[src/rtl/sgh_pkg.sv]
// Shared types, constants and helpers for the stencil gradient/Hessian block.
// Used by sgh_ctrl, sgh_datapath and the top level stencil_gradient_hessian.
package sgh_pkg;

  localparam int SAMPLE_W   = 32;
  localparam int FRAC_W     = 16;
  localparam int COL_W      = 6;
  localparam int ROW_W      = 6;
  localparam int PLANE_W    = 16;
  localparam int SIZE_XY_W  = 7;
  localparam int MAX_ROW    = 64;
  localparam int MAX_ROWS_C = 64;
  localparam int MEM_DEPTH  = 3 * MAX_ROW * MAX_ROWS_C;
  localparam int MEM_AW     = 2 + ROW_W + COL_W;
  localparam int NB_COUNT   = 19;
  localparam int NB_W       = 5;
  localparam int TERM_COUNT = 9;
  localparam int TERM_W     = 4;
  localparam int DIFF_W     = 36;
  localparam int MAG_W      = 35;
  localparam int ACC_W      = 100;
  localparam int CFG_IDX_W  = 3;
  localparam int CFG_DATA_W = 32;

  // register indexes
  localparam logic [CFG_IDX_W-1:0] REG_INV_X  = 3'd0;
  localparam logic [CFG_IDX_W-1:0] REG_INV_Y  = 3'd1;
  localparam logic [CFG_IDX_W-1:0] REG_INV_Z  = 3'd2;
  localparam logic [CFG_IDX_W-1:0] REG_SIZE_X = 3'd3;
  localparam logic [CFG_IDX_W-1:0] REG_SIZE_Y = 3'd4;
  localparam logic [CFG_IDX_W-1:0] REG_SIZE_Z = 3'd5;

  localparam logic [NB_W-1:0]   NB_LAST   = 5'(NB_COUNT);
  localparam logic [TERM_W-1:0] TERM_LAST = 4'(TERM_COUNT - 1);

  // controller to datapath
  typedef struct packed {
    logic              accept;
    logic              rd_issue;
    logic [NB_W-1:0]   rd_idx;
    logic              pre;
    logic              mul;
    logic [1:0]        step;
    logic              rnd;
    logic [TERM_W-1:0] term;
    logic              load;
  } sgh_cmd_t;

  // datapath to controller
  typedef struct packed {
    logic interior;
    logic out_busy;
  } sgh_status_t;

  typedef enum logic [6:0] {
    S_IDLE  = 7'b0000001,
    S_READ  = 7'b0000010,
    S_PRE   = 7'b0000100,
    S_MUL   = 7'b0001000,
    S_DRAIN = 7'b0010000,
    S_ROUND = 7'b0100000,
    S_LOAD  = 7'b1000000
  } sgh_state_t;

  // Neighbour offsets as {dz,dy,dx}, each code 0:-1, 1:0, 2:+1.
  // Order: centre, x-/x+, y-/y+, z-/z+, then the xy, xz, yz corners as
  // (--), (++), (+-), (-+).
  function automatic logic [5:0] nb_code(logic [NB_W-1:0] idx);
    logic [5:0] c;
    case (idx)
      5'd0:    c = {2'd1, 2'd1, 2'd1};
      5'd1:    c = {2'd1, 2'd1, 2'd0};
      5'd2:    c = {2'd1, 2'd1, 2'd2};
      5'd3:    c = {2'd1, 2'd0, 2'd1};
      5'd4:    c = {2'd1, 2'd2, 2'd1};
      5'd5:    c = {2'd0, 2'd1, 2'd1};
      5'd6:    c = {2'd2, 2'd1, 2'd1};
      5'd7:    c = {2'd1, 2'd0, 2'd0};
      5'd8:    c = {2'd1, 2'd2, 2'd2};
      5'd9:    c = {2'd1, 2'd0, 2'd2};
      5'd10:   c = {2'd1, 2'd2, 2'd0};
      5'd11:   c = {2'd0, 2'd1, 2'd0};
      5'd12:   c = {2'd2, 2'd1, 2'd2};
      5'd13:   c = {2'd0, 2'd1, 2'd2};
      5'd14:   c = {2'd2, 2'd1, 2'd0};
      5'd15:   c = {2'd0, 2'd0, 2'd1};
      5'd16:   c = {2'd2, 2'd2, 2'd1};
      5'd17:   c = {2'd0, 2'd2, 2'd1};
      5'd18:   c = {2'd2, 2'd0, 2'd1};
      default: c = {2'd1, 2'd1, 2'd1};
    endcase
    return c;
  endfunction

  // (s + k) mod 3 for a plane slot s in 0..2 and k in 0..2
  function automatic logic [1:0] slot_add(logic [1:0] s, logic [1:0] k);
    logic [2:0] t;
    t = 3'(s) + 3'(k);
    return (t >= 3'd3) ? 2'(t - 3'd3) : t[1:0];
  endfunction

endpackage

[src/rtl/sgh_ctrl.sv]
// Sequencer for the stencil block: accept, neighbour reads, per-term multiply.
// Depends on sgh_pkg; drives sgh_datapath through sgh_cmd_t.
module sgh_ctrl
  import sgh_pkg::*;
(
  input  logic        clk,
  input  logic        rst_n,
  input  logic        in_valid,
  output logic        in_ready,
  input  sgh_status_t st,
  output sgh_cmd_t    cmd
);

  sgh_state_t        state_r, state_nxt;
  logic [NB_W-1:0]   cnt_r, cnt_nxt;
  logic [TERM_W-1:0] term_r, term_nxt;
  logic [1:0]        step_r, step_nxt;

  assign in_ready = (state_r == S_IDLE);

  // next state and commands
  always_comb begin
    state_nxt = state_r;
    cnt_nxt   = cnt_r;
    term_nxt  = term_r;
    step_nxt  = step_r;
    cmd       = '0;
    cmd.rd_idx = cnt_r;
    cmd.term   = term_r;
    cmd.step   = step_r;
    case (state_r)
      S_IDLE: begin
        if (in_valid) begin
          cmd.accept = 1'b1;
          if (st.interior) begin
            state_nxt = S_READ;
            cnt_nxt   = '0;
          end
        end
      end
      S_READ: begin
        if (cnt_r == NB_LAST) begin
          state_nxt = S_PRE;
          term_nxt  = '0;
        end else begin
          cmd.rd_issue = 1'b1;
          cnt_nxt      = cnt_r + 1'b1;
        end
      end
      S_PRE: begin
        cmd.pre   = 1'b1;
        step_nxt  = '0;
        state_nxt = S_MUL;
      end
      S_MUL: begin
        cmd.mul = 1'b1;
        if (step_r == 2'd3) state_nxt = S_DRAIN;
        else step_nxt = step_r + 1'b1;
      end
      S_DRAIN: state_nxt = S_ROUND;
      S_ROUND: begin
        cmd.rnd = 1'b1;
        if (term_r == TERM_LAST) begin
          state_nxt = S_LOAD;
        end else begin
          term_nxt  = term_r + 1'b1;
          state_nxt = S_PRE;
        end
      end
      S_LOAD: begin
        if (!st.out_busy) begin
          cmd.load  = 1'b1;
          state_nxt = S_IDLE;
        end
      end
      default: state_nxt = S_IDLE;
    endcase
  end

  always_ff @(posedge clk) begin
    if (!rst_n) begin
      state_r <= S_IDLE;
      cnt_r   <= '0;
      term_r  <= '0;
      step_r  <= '0;
    end else begin
      state_r <= state_nxt;
      cnt_r   <= cnt_nxt;
      term_r  <= term_nxt;
      step_r  <= step_nxt;
    end
  end

endmodule

[config.mk]
export PLATFORM = sky130hd
export DESIGN_NAME = sgh_ctrl
export DESIGN_NICKNAME = d
export VERILOG_FILES = /design/src/rtl/sgh_pkg.sv /design/src/rtl/sgh_ctrl.sv
export SDC_FILE = /design/constraint.sdc
export NUM_CORES = 1
export LEC_CHECK = 0
export BUFFER_PORTS_ARGS = -buffer_cell sky130_fd_sc_hd__buf_2
export CAP_MARGIN = 20
export CORE_UTILIZATION = 40
export CTS_BUF_LIST = sky130_fd_sc_hd__clkbuf_8 sky130_fd_sc_hd__clkbuf_16
export CTS_CLUSTER_SIZE = 24
export DETAILED_ROUTE_END_ITERATION = 8
export GPL_TIMING_DRIVEN = 0
export PLACE_DENSITY = 0.61
export SLEW_MARGIN = 20
export SYNTH_ARGS = -nofsm -noshare
export SYNTH_HDL_FRONTEND = slang
export SYNTH_SLANG_ARGS = --single-unit
[constraint.sdc]
create_clock -name clk -period 2.6 [get_ports clk]
set_clock_uncertainty 0.15 [all_clocks]
set_input_delay 0.13 -clock clk [delete_from_list [all_inputs] [get_ports clk]]
set_output_delay 0.13 -clock clk [all_outputs]
set_load 0.01 [all_outputs]
==> results.py <==
metrics = {
    "drt": {
        "drt_pass1_iterations": 4,
        "drtIter0Drc": 43,
        "drtAntennaViolNets": 0,
        "wl_per_cell_um": 14.0,
        "drc_errors": 0,
        "wirelength_um": 2540,
        "vias": 1041,
        "vias_per_cell": 5.75,
    },
    "timing": {
        "hold_violations": 0,
        "worst_pin_slew_ns": 0.769,
        "setup_viol": 0,
        "relSlewSlack_pct": 48.6,
        "fin_crit_sh_pct": 85.7,
        "post-route-min-period_ns": 2.23,
        "max_freq_mhz": 449,
        "drv_slew": 0,
        "rsz0062_at_grt": "no",
        "fin_setup_tns_ns": 0,
    },
    "hold_path": {
        "min_path_type": "primary input to register",
    },
    "setup_path": {
        "max_stage_delay_ns": 0.72,
        "crit_slowest_cell": "a2111oi_1",
        "crit_required_ns": 2.66,
        "cp-start-kind": "register",
        "crit_fanout": 6,
        "crit_chain": "ha_1, and4bb_2, nor3_4, a2111oi_1, and4b_1",
        "path_delay_family": "compound AO/OA/AOI/OAI gates",
        "path_buf_inv": 0,
        "end_kind": "register",
        "cp.arrival_ns": 2.28,
        "critPathKind": "register to register",
    },
    "clocking": {
        "clkSinkCount": 18,
        "cts_tree": "built",
        "clk_latency_ns": 0.26,
        "numCtsBuffers": 3,
        "cts_setup_buffers": 0,
        "cts_resized": 0,
        "clockRootBuffer": "clkbuf_8",
        "cts-htree-levels": 1,
        "clk_pin_slew_ns": 0.07,
        "cts_hold_buf": 0,
        "cts_max_path_buffers": 2,
    },
    "final_layout": {
        "area_delta_synth_final_pct": 16.1,
        "layout-drive-gt1-share_pct": 27.3,
        "final_cells": 181,
        "fillers": 275,
        "nets": 161,
        "final_core_util_pct": 49.0,
        "diodes": 0,
    },
    "yosys": {
        "ys.flop_type": "dfxtp_1",
        "yosysWarnings": 0,
        "synth_top_family_by_area": "simple AND/OR/NAND/NOR gates",
        "async_flop_share_pct": 0,
        "synth_fa_ha_area_share_pct": 4.34,
        "synth.avg_cell_area_um2": 9.16,
        "ys_seq_area_share_pct": 31.2,
        "synthXorXnorAreaFrac_pct": 1.52,
        "ys_types": 59,
        "synthMuxAreaShare_pct": 1.74,
        "synth_edf_count": 0,
        "synth-compound-area-share_pct": 21.8,
        "synthesis.nets": 135,
        "synth-simple-area-share_pct": 33.8,
        "ys_seq_elements": 18,
        "syn_inst": 126,
        "netlist_area_mm2": 0.00115,
    },
    "floorplan": {
        "coreArea_mm2": 0.00273,
        "die_w_um": 55.7,
        "initial_core_util_pct": 42.2,
        "die_h_um": 55.7,
        "ios": 23,
        "dieArea_mm2": 0.00310,
        "rows": 19,
    },
    "global_routing": {
        "overflow": 0,
        "grt_pass1_wl_um": 4350,
        "track_usage_pct": 17.9,
        "grt_max_degree": 11,
        "antenna_found_initial": 0,
        "grt_pass1_vias": 960,
    },
    "pwr": {
        "power_density_mw_per_mm2": 418,
        "leakage_uw": 0.000531,
        "max-vdd-ir-drop_uv": 252,
    },
    "placement": {
        "placed_cells": 178,
        "io_buffers": 21,
        "place_congestion": 0.794,
        "dp_hpwl_um": 1950,
    },
    "run": {
        "maxCapViolCount": 0,
    },
    "run_status": {
        "status": "completed",
    },
}
sequential cells by signal (all words and copies together), names as in the netlist:
signal / flops
step_r: 2
state_r: 7
cnt_r: 5
term_r: 4
cell usage after synthesis, drive strengths merged (3+ instances only):
library cell | n | area share, %
or3b | 3 | 2.3
ha | 4 | 4.3
nand2 | 10 | 3.3
nor3 | 4 | 4.1
o21ai | 3 | 1.3
or3 | 4 | 2.6
dfxtp | 18 | 31
clkbuf | 4 | 1.3
nand2b | 3 | 1.6
inv | 7 | 2.3
nor2 | 8 | 2.6
a21oi | 5 | 3.1
kinds of logic (layout without fill, tap and decap cells):
logic type	Yosys count	in the layout
AO/OA/AOI/OAI	31	31
XOR/XNOR	2	2
adder cells (fa/ha/maj)	4	4
buffers and inverters	13	37
flip-flops	18	18
multiplexers	2	2
AND/OR/NAND/NOR	56	56
per-layer routing:
metal | wire length, µm | track usage [%] | vias up
met5 | 0 | 0 | -
met4 | 44 | 8.57 | 0
met3 | 105 | 3.49 | 5
met2 | 1140 | 28.9 | 26
met1 | 1250 | 23.0 | 482
li1 | - | - | 528
tightest hold or removal path, stage by stage:
cell	delay (ns)
buf_2	0.09
nand2_1	0.12
a21oi_1	0.09
o41ai_1	0.06
area by class of cell:
cell class	instances	area, µm²	area share (%)
Multi-Input combinational cell	95	729	54.5
Sequential cell	18	360	26.9
Timing Repair Buffer	21	105	7.85
Clock buffer	3	41.3	3.08
Tap cell	31	38.8	2.90
Buffer	6	37.5	2.80
Inverter	7	26.3	1.96
through the flow:
step,hold slack [ns],cell area (µm²),total power [µW],worst slack [ns]
floorplan,0.163,1150,341,0.644
global placement,0.332,1300,361,0.424
detailed placement,0.346,1300,362,0.366
CTS,0.107,1340,562,0.354
global route,0.142,1340,582,0.169
finish,0.110,1340,559,0.371
worst paths after layout:
| check | from | to | slack (ns) | cells past startpoint |
|---|---|---|---|---|
| worst max-delay path | cnt_r[0] | state_r[5] | 0.37 | 5 |
| worst min-delay path | st[1] | state_r[0] | 0.11 | 4 |
| worst max register to register | cnt_r[0] | state_r[5] | 0.37 | 5 |
| worst min register to register | term_r[3] | term_r[3] | 0.35 | 1 |
power by group:
group | switching (µW) | total, µW | internal, µW
logic | 43.8 | 71.7 | 27.9
registers | 3.95 | 284 | 280
clock network | 101 | 204 | 103
total | 148 | 559 | 411
cells in the final DEF, fill, tap and decap left out, types with 2 or more instances in the layout:
| cell type | synthesis | final |
|---|---|---|
| a21oi_1 | 4 | 4 |
| a41oi_1 | 2 | 2 |
| and2_1 | 2 | 2 |
| buf_2 | 0 | 21 |
| buf_6 | 2 | 2 |
| clkbuf_1 | 4 | 4 |
| clkbuf_8 | 0 | 3 |
| dfxtp_1 | 18 | 18 |
| ha_1 | 4 | 4 |
| inv_1 | 6 | 6 |
| mux2i_1 | 2 | 2 |
| nand2_1 | 10 | 10 |
| nand2b_1 | 3 | 3 |
| nand3_1 | 2 | 2 |
| nand3b_1 | 2 | 2 |
| nor2_1 | 8 | 8 |
| nor2b_1 | 2 | 2 |
| nor3_4 | 2 | 2 |
| nor3b_1 | 2 | 2 |
| nor4_2 | 2 | 2 |
| o21ai_0 | 3 | 3 |
| o31ai_1 | 2 | 2 |
| or2b_1 | 2 | 2 |
| or3_1 | 3 | 3 |
| or3b_2 | 3 | 3 |
No activity file was read; power rests on OpenSTA's default activity.
